## src/sv/jcs_pkg.sv

```systemverilog
// Shared types and constants for the JSON container splitter.
package jcs_pkg;

  // Characters that steer the parser.
  localparam logic [7:0] CH_LBRACE = 8'h7B;
  localparam logic [7:0] CH_LBRACK = 8'h5B;
  localparam logic [7:0] CH_RBRACE = 8'h7D;
  localparam logic [7:0] CH_RBRACK = 8'h5D;
  localparam logic [7:0] CH_COLON  = 8'h3A;
  localparam logic [7:0] CH_COMMA  = 8'h2C;
  localparam logic [7:0] CH_SPACE  = 8'h20;
  localparam logic [7:0] CH_QUOTE  = 8'h22;
  localparam logic [7:0] CH_BSLASH = 8'h5C;

  // Parser phase, one-hot.
  typedef enum logic [7:0] {
    PH_IDLE        = 8'b0000_0001,
    PH_OPENED      = 8'b0000_0010,
    PH_NEED_ITEM   = 8'b0000_0100,
    PH_KEY         = 8'b0000_1000,
    PH_NEED_VALUE  = 8'b0001_0000,
    PH_IN_VALUE    = 8'b0010_0000,
    PH_AFTER_VALUE = 8'b0100_0000,
    PH_DRAIN       = 8'b1000_0000
  } phase_e;

  // Kind of a reported event.
  typedef enum logic [2:0] {
    EV_ELEMENT = 3'd0,
    EV_KEY     = 3'd1,
    EV_VALUE   = 3'd2,
    EV_CLOSED  = 3'd3,
    EV_ERROR   = 3'd4
  } event_kind_e;

  // Decoded class of one text byte.
  typedef struct packed {
    logic white;
    logic lbrack;
    logic lbrace;
    logic rbrack;
    logic rbrace;
    logic quote;
    logic bslash;
    logic comma;
    logic colon;
  } char_class_t;

  // Parser status seen by the top level.
  typedef struct packed {
    logic idle;
    logic clean;
  } parser_stat_t;

endpackage

```

## src/sv/jcs_classify.sv

```systemverilog
// Character class decoder for one text byte.
module jcs_classify
  import jcs_pkg::*;
(
  input  logic [7:0]  byte_i,
  output char_class_t class_o
);

  // Compare the byte against each structural character.
  always_comb begin
    class_o.white  = (byte_i <= CH_SPACE);
    class_o.lbrack = (byte_i == CH_LBRACK);
    class_o.lbrace = (byte_i == CH_LBRACE);
    class_o.rbrack = (byte_i == CH_RBRACK);
    class_o.rbrace = (byte_i == CH_RBRACE);
    class_o.quote  = (byte_i == CH_QUOTE);
    class_o.bslash = (byte_i == CH_BSLASH);
    class_o.comma  = (byte_i == CH_COMMA);
    class_o.colon  = (byte_i == CH_COLON);
  end

endmodule

```

## src/sv/jcs_parser.sv

```systemverilog
// Parser state and per-byte event logic of the JSON container splitter.
module jcs_parser
  import jcs_pkg::*;
#(
  parameter int MAX_DEPTH = 255,
  parameter int TEXT_LEN  = 65536
) (
  input  logic         clk_i,
  input  logic         rst_ni,
  input  logic         step_i,
  input  logic [7:0]   byte_i,
  input  logic         last_i,
  output logic         ev_valid_o,
  output event_kind_e  ev_kind_o,
  output logic [15:0]  ev_offset_o,
  output parser_stat_t stat_o
);

  localparam int DW = $clog2(MAX_DEPTH + 1);
  localparam int PW = $clog2(TEXT_LEN);

  char_class_t cc;
  phase_e      phase_q, phase_d;
  logic        obj_q, obj_d;
  logic [DW-1:0] depth_q, depth_d;
  logic        in_str_q, in_str_d;
  logic        after_bs_q, after_bs_d;
  logic [PW-1:0] pos_q, pos_d;
  logic [31:0] pos_ext;

  logic        closes;
  logic        any_close;
  logic        any_open;
  logic        can_start;
  logic        av_event;
  event_kind_e av_kind;
  phase_e      av_phase;
  logic        ev_valid;
  event_kind_e ev_kind;

  jcs_classify u_classify (
    .byte_i  (byte_i),
    .class_o (cc)
  );

  assign any_open  = cc.lbrack | cc.lbrace;
  assign any_close = cc.rbrack | cc.rbrace;
  assign closes    = obj_q ? cc.rbrace : cc.rbrack;
  assign can_start = !(cc.comma | cc.colon | any_close);

  // Outcome of a byte that follows a complete value.
  always_comb begin
    av_event = 1'b0;
    av_kind  = EV_ERROR;
    av_phase = PH_AFTER_VALUE;
    if (cc.white) begin
      av_event = 1'b0;
    end else if (cc.comma) begin
      av_phase = PH_NEED_ITEM;
    end else if (closes) begin
      av_phase = PH_DRAIN;
      av_event = 1'b1;
      av_kind  = EV_CLOSED;
    end else begin
      av_event = 1'b1;
    end
  end

  // Next state and event for the current byte.
  always_comb begin
    phase_d    = phase_q;
    obj_d      = obj_q;
    depth_d    = depth_q;
    in_str_d   = in_str_q;
    after_bs_d = after_bs_q;
    pos_d      = pos_q;
    ev_valid   = 1'b0;
    ev_kind    = EV_ERROR;

    unique case (phase_q)
      PH_IDLE: begin
        if (cc.white) begin
          ev_valid = 1'b0;
        end else if (cc.lbrack) begin
          obj_d   = 1'b0;
          phase_d = PH_OPENED;
        end else if (cc.lbrace) begin
          obj_d   = 1'b1;
          phase_d = PH_OPENED;
        end else begin
          ev_valid = 1'b1;
        end
      end
      PH_OPENED, PH_NEED_ITEM: begin
        if (cc.white) begin
          ev_valid = 1'b0;
        end else if (phase_q == PH_OPENED && closes) begin
          ev_valid = 1'b1;
          ev_kind  = EV_CLOSED;
          phase_d  = PH_DRAIN;
        end else if (obj_q) begin
          ev_valid = 1'b1;
          if (cc.quote) begin
            in_str_d   = 1'b1;
            after_bs_d = 1'b0;
            phase_d    = PH_KEY;
            ev_kind    = EV_KEY;
          end
        end else begin
          ev_valid = 1'b1;
          if (can_start) begin
            depth_d    = any_open ? DW'(1) : '0;
            in_str_d   = cc.quote;
            after_bs_d = 1'b0;
            phase_d    = PH_IN_VALUE;
            ev_kind    = EV_ELEMENT;
          end
        end
      end
      PH_KEY: begin
        if (in_str_q) begin
          if (after_bs_q) begin
            after_bs_d = 1'b0;
          end else if (cc.bslash) begin
            after_bs_d = 1'b1;
          end else if (cc.quote) begin
            in_str_d = 1'b0;
          end
        end else if (cc.colon) begin
          phase_d = PH_NEED_VALUE;
        end else if (!cc.white) begin
          ev_valid = 1'b1;
        end
      end
      PH_NEED_VALUE: begin
        if (!cc.white) begin
          ev_valid = 1'b1;
          if (can_start) begin
            depth_d    = any_open ? DW'(1) : '0;
            in_str_d   = cc.quote;
            after_bs_d = 1'b0;
            phase_d    = PH_IN_VALUE;
            ev_kind    = EV_VALUE;
          end
        end
      end
      PH_IN_VALUE: begin
        if (in_str_q) begin
          if (after_bs_q) begin
            after_bs_d = 1'b0;
          end else if (cc.bslash) begin
            after_bs_d = 1'b1;
          end else if (cc.quote) begin
            in_str_d = 1'b0;
            if (depth_q == '0) begin
              phase_d = PH_AFTER_VALUE;
            end
          end
        end else if (depth_q != '0) begin
          if (cc.quote) begin
            in_str_d   = 1'b1;
            after_bs_d = 1'b0;
          end else if (any_open) begin
            if (depth_q >= DW'(MAX_DEPTH)) begin
              ev_valid = 1'b1;
            end else begin
              depth_d = depth_q + DW'(1);
            end
          end else if (any_close) begin
            depth_d = depth_q - DW'(1);
            if (depth_q == DW'(1)) begin
              phase_d = PH_AFTER_VALUE;
            end
          end
        end else if (cc.white | cc.comma | cc.colon | cc.quote | any_open | any_close) begin
          phase_d  = av_phase;
          ev_valid = av_event;
          ev_kind  = av_kind;
        end
      end
      PH_AFTER_VALUE: begin
        phase_d  = av_phase;
        ev_valid = av_event;
        ev_kind  = av_kind;
      end
      default: begin
        phase_d = phase_q;
      end
    endcase

    // An error sends the parser to drain the rest of the text.
    if (ev_valid && ev_kind == EV_ERROR) begin
      phase_d = PH_DRAIN;
    end

    // The final byte ends the text: report an error unless the parser is draining, then reset.
    if (last_i) begin
      if (phase_d != PH_DRAIN) begin
        ev_valid = 1'b1;
        ev_kind  = EV_ERROR;
      end
      phase_d    = PH_IDLE;
      obj_d      = 1'b0;
      depth_d    = '0;
      in_str_d   = 1'b0;
      after_bs_d = 1'b0;
      pos_d      = '0;
    end else if (pos_q < PW'(TEXT_LEN - 1)) begin
      pos_d = pos_q + PW'(1);
    end
  end

  // Parser state registers, updated once per processed byte.
  always_ff @(posedge clk_i or negedge rst_ni) begin
    if (!rst_ni) begin
      phase_q    <= PH_IDLE;
      obj_q      <= 1'b0;
      depth_q    <= '0;
      in_str_q   <= 1'b0;
      after_bs_q <= 1'b0;
      pos_q      <= '0;
    end else if (step_i) begin
      phase_q    <= phase_d;
      obj_q      <= obj_d;
      depth_q    <= depth_d;
      in_str_q   <= in_str_d;
      after_bs_q <= after_bs_d;
      pos_q      <= pos_d;
    end
  end

  assign pos_ext     = 32'(pos_q);
  assign ev_valid_o  = ev_valid;
  assign ev_kind_o   = ev_kind;
  assign ev_offset_o = pos_ext[15:0];

  // Status for checks at the top level.
  assign stat_o.idle  = (phase_q == PH_IDLE);
  assign stat_o.clean = (depth_q == '0) && !in_str_q && !after_bs_q && (pos_q == '0);

endmodule

```

## src/sv/json_container_splitter_core.sv

```systemverilog
// A byte in the input register is parsed when the event register has room, and its event
// is loaded into the event register and presented on the master port from then on.
// Throughput: one byte per cycle while no event waits; input register and parser step as one.
// A waiting event stalls the parser; the input register then holds one byte and input stalls.
// Reset: asynchronous, active low; the parser returns to idle at offset zero, no event pending.
// After the final byte of a text the parser also returns to that idle state by itself.
module json_container_splitter_core
  import jcs_pkg::*;
#(
  parameter int MAX_DEPTH = 255,
  parameter int TEXT_LEN  = 65536
) (
  input  logic        clk_i,
  input  logic        rst_ni,
  input  logic        s_axis_tvalid,
  output logic        s_axis_tready,
  input  logic [7:0]  s_axis_tdata,   // [7:0] text_byte
  input  logic        s_axis_tlast,   // final_byte
  output logic        m_axis_tvalid,
  input  logic        m_axis_tready,
  output logic [15:0] m_axis_tdata,   // [15:0] byte_offset
  output logic [2:0]  m_axis_tuser    // [2:0] event_kind
);

  logic         in_valid_q;
  logic [7:0]   in_data_q;
  logic         in_last_q;
  logic         out_valid_q;
  event_kind_e  out_kind_q;
  logic [15:0]  out_offset_q;
  logic         out_room;
  logic         advance;
  logic         ev_valid;
  event_kind_e  ev_kind;
  logic [15:0]  ev_offset;
  parser_stat_t stat;

  // The held byte is processed when the event register can take its result.
  assign out_room      = !out_valid_q || m_axis_tready;
  assign advance       = in_valid_q && out_room;
  assign s_axis_tready = !in_valid_q || advance;

  // Input register valid.
  always_ff @(posedge clk_i or negedge rst_ni) begin
    if (!rst_ni) begin
      in_valid_q <= 1'b0;
    end else if (s_axis_tready) begin
      in_valid_q <= s_axis_tvalid;
    end
  end

  // Input register payload.
  always_ff @(posedge clk_i) begin
    if (s_axis_tvalid && s_axis_tready) begin
      in_data_q <= s_axis_tdata;
      in_last_q <= s_axis_tlast;
    end
  end

  jcs_parser #(
    .MAX_DEPTH (MAX_DEPTH),
    .TEXT_LEN  (TEXT_LEN)
  ) u_parser (
    .clk_i       (clk_i),
    .rst_ni      (rst_ni),
    .step_i      (advance),
    .byte_i      (in_data_q),
    .last_i      (in_last_q),
    .ev_valid_o  (ev_valid),
    .ev_kind_o   (ev_kind),
    .ev_offset_o (ev_offset),
    .stat_o      (stat)
  );

  // Event register valid: loaded by a processed byte, cleared by a transfer.
  always_ff @(posedge clk_i or negedge rst_ni) begin
    if (!rst_ni) begin
      out_valid_q <= 1'b0;
    end else if (advance) begin
      out_valid_q <= ev_valid;
    end else if (m_axis_tready) begin
      out_valid_q <= 1'b0;
    end
  end

  // Event register payload.
  always_ff @(posedge clk_i) begin
    if (advance && ev_valid) begin
      out_kind_q   <= ev_kind;
      out_offset_q <= ev_offset;
    end
  end

  assign m_axis_tvalid = out_valid_q;
  assign m_axis_tdata  = out_offset_q;
  assign m_axis_tuser  = out_kind_q;

`ifndef ASSERT_OFF
  // The final byte of a text leaves the parser idle and cleared.
  a_idle_after_last : assert property (@(posedge clk_i) disable iff (!rst_ni)
    advance && in_last_q |=> stat.idle && stat.clean)
    else $error("parser not idle after final byte");

  // A byte waiting for room is held unchanged in the input register.
  a_hold_input : assert property (@(posedge clk_i) disable iff (!rst_ni)
    in_valid_q && !out_room |=> in_valid_q && $stable(in_data_q) && $stable(in_last_q))
    else $error("input byte lost while stalled");

  // Every event from a processed byte is presented on the master port.
  a_event_shown : assert property (@(posedge clk_i) disable iff (!rst_ni)
    advance && ev_valid |=> m_axis_tvalid && (m_axis_tdata == $past(ev_offset)))
    else $error("event not presented");
`endif

endmodule
```

## config.mk

```make
export PLATFORM = sky130hd
export DESIGN_NAME = json_container_splitter_core
export DESIGN_NICKNAME = d
export VERILOG_FILES = /design/src/sv/jcs_pkg.sv /design/src/sv/jcs_classify.sv /design/src/sv/jcs_parser.sv /design/src/sv/json_container_splitter_core.sv
export SDC_FILE = /design/constraint.sdc
export NUM_CORES = 1
export LEC_CHECK = 0
export CORE_MARGIN = 3
export CORE_UTILIZATION = 51
export CTS_BUF_LIST = sky130_fd_sc_hd__clkbuf_4 sky130_fd_sc_hd__clkbuf_8
export CTS_CLUSTER_DIAMETER = 40
export CTS_CLUSTER_SIZE = 40
export DETAILED_ROUTE_END_ITERATION = 8
export DONT_BUFFER_PORTS = 1
export PLACE_DENSITY = 0.75
export SYNTH_ARGS = -nofsm -noshare
export SYNTH_HDL_FRONTEND = slang
export SYNTH_SLANG_ARGS = --single-unit
```

## constraint.sdc

```tcl
create_clock -name clk_i -period 4.1 [get_ports clk_i]
set_input_delay 0.205 -clock clk_i [delete_from_list [all_inputs] [get_ports clk_i]]
set_output_delay 0.205 -clock clk_i [all_outputs]
set_load 0.01 [all_outputs]
```

==> impl_metrics.py <==
metrics = {
    "pwr": {
        "clkPwrFrac_pct": 28.7,
        "seq_power_share_pct": 47.8,
        "swShare_pct": 34.78,
        "internal-power_mw": 1.264,
        "cellPowerDensity_nw_per_um2": 446.8,
        "leakage_nw": 1.706,
        "ir_worst_vdd_mv": 0.1901,
        "pwr-share-comb_pct": 23.4,
        "switchingPower_uw": 674.1,
    },
    "timing": {
        "slew_headroom_pct": 55.66,
        "drv_slew": 0,
        "clock.fmax_mhz": 268.8,
        "setup_viol": 0,
        "finalSetupTns_ns": 0,
        "tightest_slew_ns": 0.6607,
        "min_period_ns": 3.721,
        "rsz0062_at_grt": "false",
        "post-route-period-util_pct": 90.75,
        "hold_viol_final": 0,
        "finClkSkew_ns": 0.007215,
    },
    "detailed_routing": {
        "wire_per_inst_um": 18.18,
        "wirelength_um": 9580,
        "drcViolationCount": 0,
        "drtAntennaViolNets": 0,
        "via_count": 3334,
        "viasPerCell": 6.326,
        "drt-initial-drc-count": 256,
        "drt-pass1-iter-count": 5,
    },
    "synthesis": {
        "yosysMostFrequentCell": "nor2_1",
        "ys_warn_count": 0,
        "avgSynthCellArea_sq_um": 9.476,
        "synth_async_sr_flop_share_pct": 56.92,
        "synth_top_cell_by_area": "dfrtp_1",
        "yosysSeqAreaShare_pct": 45.73,
        "postSynthCellCount": 408,
        "syn_area_sq_um": 3866,
        "yosys-top-cells-area": "dfrtp_1 23%, edfxtp_1 22%, nor2_1 4.4%",
        "synthDistinctLibCells": 63,
        "synth_ff_type": "dfrtp_1",
        "ys_ff_latch": 65,
        "synth_top_area_share_pct": 23.30,
        "synthTopCellsByCount": "45 x nor2_1, 37 x nand2_1, 36 x dfrtp_1",
        "synth_edf_count": 28,
        "syn_nets": 425,
    },
    "grt": {
        "track_usage_pct": 23.46,
        "grt_overflow": 0,
        "grt_max_degree": 38,
        "grt_pass1_wl_um": 15930,
        "antenna_found_initial": 0,
        "grt_pass1_vias": 3215,
    },
    "clock_network": {
        "cts_tree": "built",
        "worstSkewPairLatency_ns": 0.34,
        "clk_path_buf_depth": 2,
        "cts_buffers": 9,
        "cts_sinks": 65,
        "root_buffer": "clkbuf_8",
        "cts.clk_slew.worst_paths_ns": 0.08,
        "cts-htree-levels": 3,
    },
    "min_path": {
        "hp-class": "input port to flop",
        "min_path_cells": 3,
    },
    "floorplan": {
        "io_pins": 34,
        "coreArea_sq_um": 7292,
        "rows": 31,
        "initial_core_util_pct": 53.02,
        "die_x_um": 93.07,
        "die_h_um": 93.07,
        "die_area_sq_um": 8661,
    },
    "placement": {
        "io_buffer_count": 0,
        "dpl.hpwl_um": 6988,
        "placed_cell_area_sq_um": 4003,
        "gp_congestion": 1.004,
    },
    "critical_path": {
        "path_buf_inv": 1,
        "crit_path_top_delay_cell": "a2111oi_1",
        "crit_family": "compound AO/OA/AOI/OAI gates",
        "regToRegSetupSlack_ns": 0.38,
        "crit_fanout": 19,
        "path_cells": "or3_1 > nor4_1 > nand2_1 > a2111o_1 > a2111oi_1 > nor2_1 > o211ai_1 > o41a_1 > o21a_1 > buf_12",
        "crit_arrival_ns": 3.77,
        "required_ns": 4.15,
        "crit_cells": 10,
        "max_stage_delay_ns": 0.60,
        "cp-start-kind": "flop",
        "crit_type": "flop to flop",
        "cp-end-kind": "flop",
        "rr_worst_depth": 10,
    },
    "finish": {
        "multi_input_area_sq_um": 1991,
        "area_growth_pct": 12.20,
        "nNetsFinal": 440,
        "nFillCells": 647,
        "antennaDiodeCount": 0,
        "regArea_sq_um": 1768,
        "drive_gt1_share_pct": 10.75,
        "fin_area_sq_um": 4338,
    },
    "job": {
        "cap_violations": 0,
    },
    "outcome": {
        "status": "finished, final reports clean",
    },
}
## kinds of logic (layout without fill, tap and decap cells)
| kind of cell | count (synthesis) | count (layout) | share of synthesized area, % |
|---|---|---|---|
| xor+xnor | 14 | 14 | 3.171 |
| flops | 65 | 65 | 45.73 |
| mux | 1 | 1 | 0.2589 |
| compound gates | 112 | 112 | 19.81 |
| buf+inv | 26 | 46 | 2.815 |
| fa+ha+maj | 4 | 4 | 1.295 |
| simple gates | 186 | 186 | 26.93 |
## registers in the layout, summed over array words and instances, names as in the netlist
name and count:
u_parser.phase_q 8, m_axis_tuser 3, in_data_q 8, u_parser.obj_q 1, m_axis_tvalid 1, in_valid_q 1
m_axis_tdata 16, in_last_q 1, u_parser.after_bs_q 1, u_parser.ev_offset_o 16, u_parser.depth_q 8, u_parser.in_str_q 1
## routing by layer
layer  GRT usage (%)  routed length [um]  vias to the layer above
li1                -                   -                     1573
met1           31.28                4330                     1619
met2           38.27                4615                      121
met3           3.942                 424                       21
met4           9.158                 209                        0
met5               0                   0                        -
## power groups by stage
stage / clock [mW] / combinational [mW] / sequential [mW]
3_5_place_dp: 0 / 0.425 / 0.939
3_3_place_gp: 0 / 0.420 / 0.938
2_1_floorplan: 0 / 0.340 / 0.888
4_1_cts: 0.568 / 0.449 / 0.927
5_1_grt: 0.591 / 0.511 / 0.943
6_report: 0.557 / 0.454 / 0.927
## cell usage in the layout, fill, tap and decap left out, types with 6 or more instances in the layout
cell type	instances
a211oi_1	6
a21oi_1	25
and3_1	7
buf_4	10
clkbuf_8	9
dfrtp_1	36
dlygate4sd3_1	11
edfxtp_1	28
inv_1	7
nand2_1	37
nand2b_1	10
nand3_1	18
nand4_1	7
nor2_1	45
nor2b_1	6
nor3_1	7
o21ai_0	29
o31ai_1	6
or3_1	8
xor2_1	10
## per-stage QoR
| stage | utilization (%) | std cells | hold slack (ns) | worst slack (ns) | total power [mW] |
|---|---|---|---|---|---|
| floorplan | - | 408 | -0.09059 | 0.5056 | 1.228 |
| global placement | 54.89 | 499 | -0.08989 | 0.4133 | 1.357 |
| detailed placement | 54.89 | 499 | -0.08989 | 0.3591 | 1.364 |
| CTS | 59.47 | 527 | 0.2748 | 0.3229 | 1.944 |
| global route | 59.49 | 527 | 0.3113 | 0.07484 | 2.044 |
| finish | 59.49 | 527 | 0.2746 | 0.3793 | 1.938 |
## worst reg2reg max path: cells and delay by family (launching register included)
| kind | cells | cell delay, ns |
|---|---|---|
| compound gates | 5 | 1.70 |
| simple gates | 4 | 1.13 |
| flops | 1 | 0.45 |
| buf+inv | 1 | 0.16 |
## timing repair
| action | CTS | global route |
|---|---|---|
| gates resized for setup | 0 | 2 |
| buffers inserted | 0 | 0 |
| endpoints found under the setup margin | 0 | 19 |
| endpoints found under the hold margin | 47 | 0 |
| hold buffers | 12 | 0 |
## final cells by class
cell class              instances  area share, %
inverters                       7         0.6057
clock inverters                 7          1.846
repair buffers                 23          5.192
flip-flops and latches         65          40.76
multi-input cells             317          45.89
well taps                      99          2.855
clock buffers                   9          2.855
## path summary, 6_finish.rpt
check                                        startpoint                 endpoint
worst max-delay path                u_parser.depth_q[3]         m_axis_tdata[11]
worst min-delay path                      m_axis_tready               in_valid_q
worst max register to register      u_parser.depth_q[3]         m_axis_tdata[11]
worst min register to register  u_parser.ev_offset_o[6]          m_axis_tdata[6]
max in group asynchronous                        rst_ni      u_parser.phase_q[0]
min in group asynchronous                        rst_ni  u_parser.ev_offset_o[2]
Note: power is estimated with default switching activity, not from simulation.
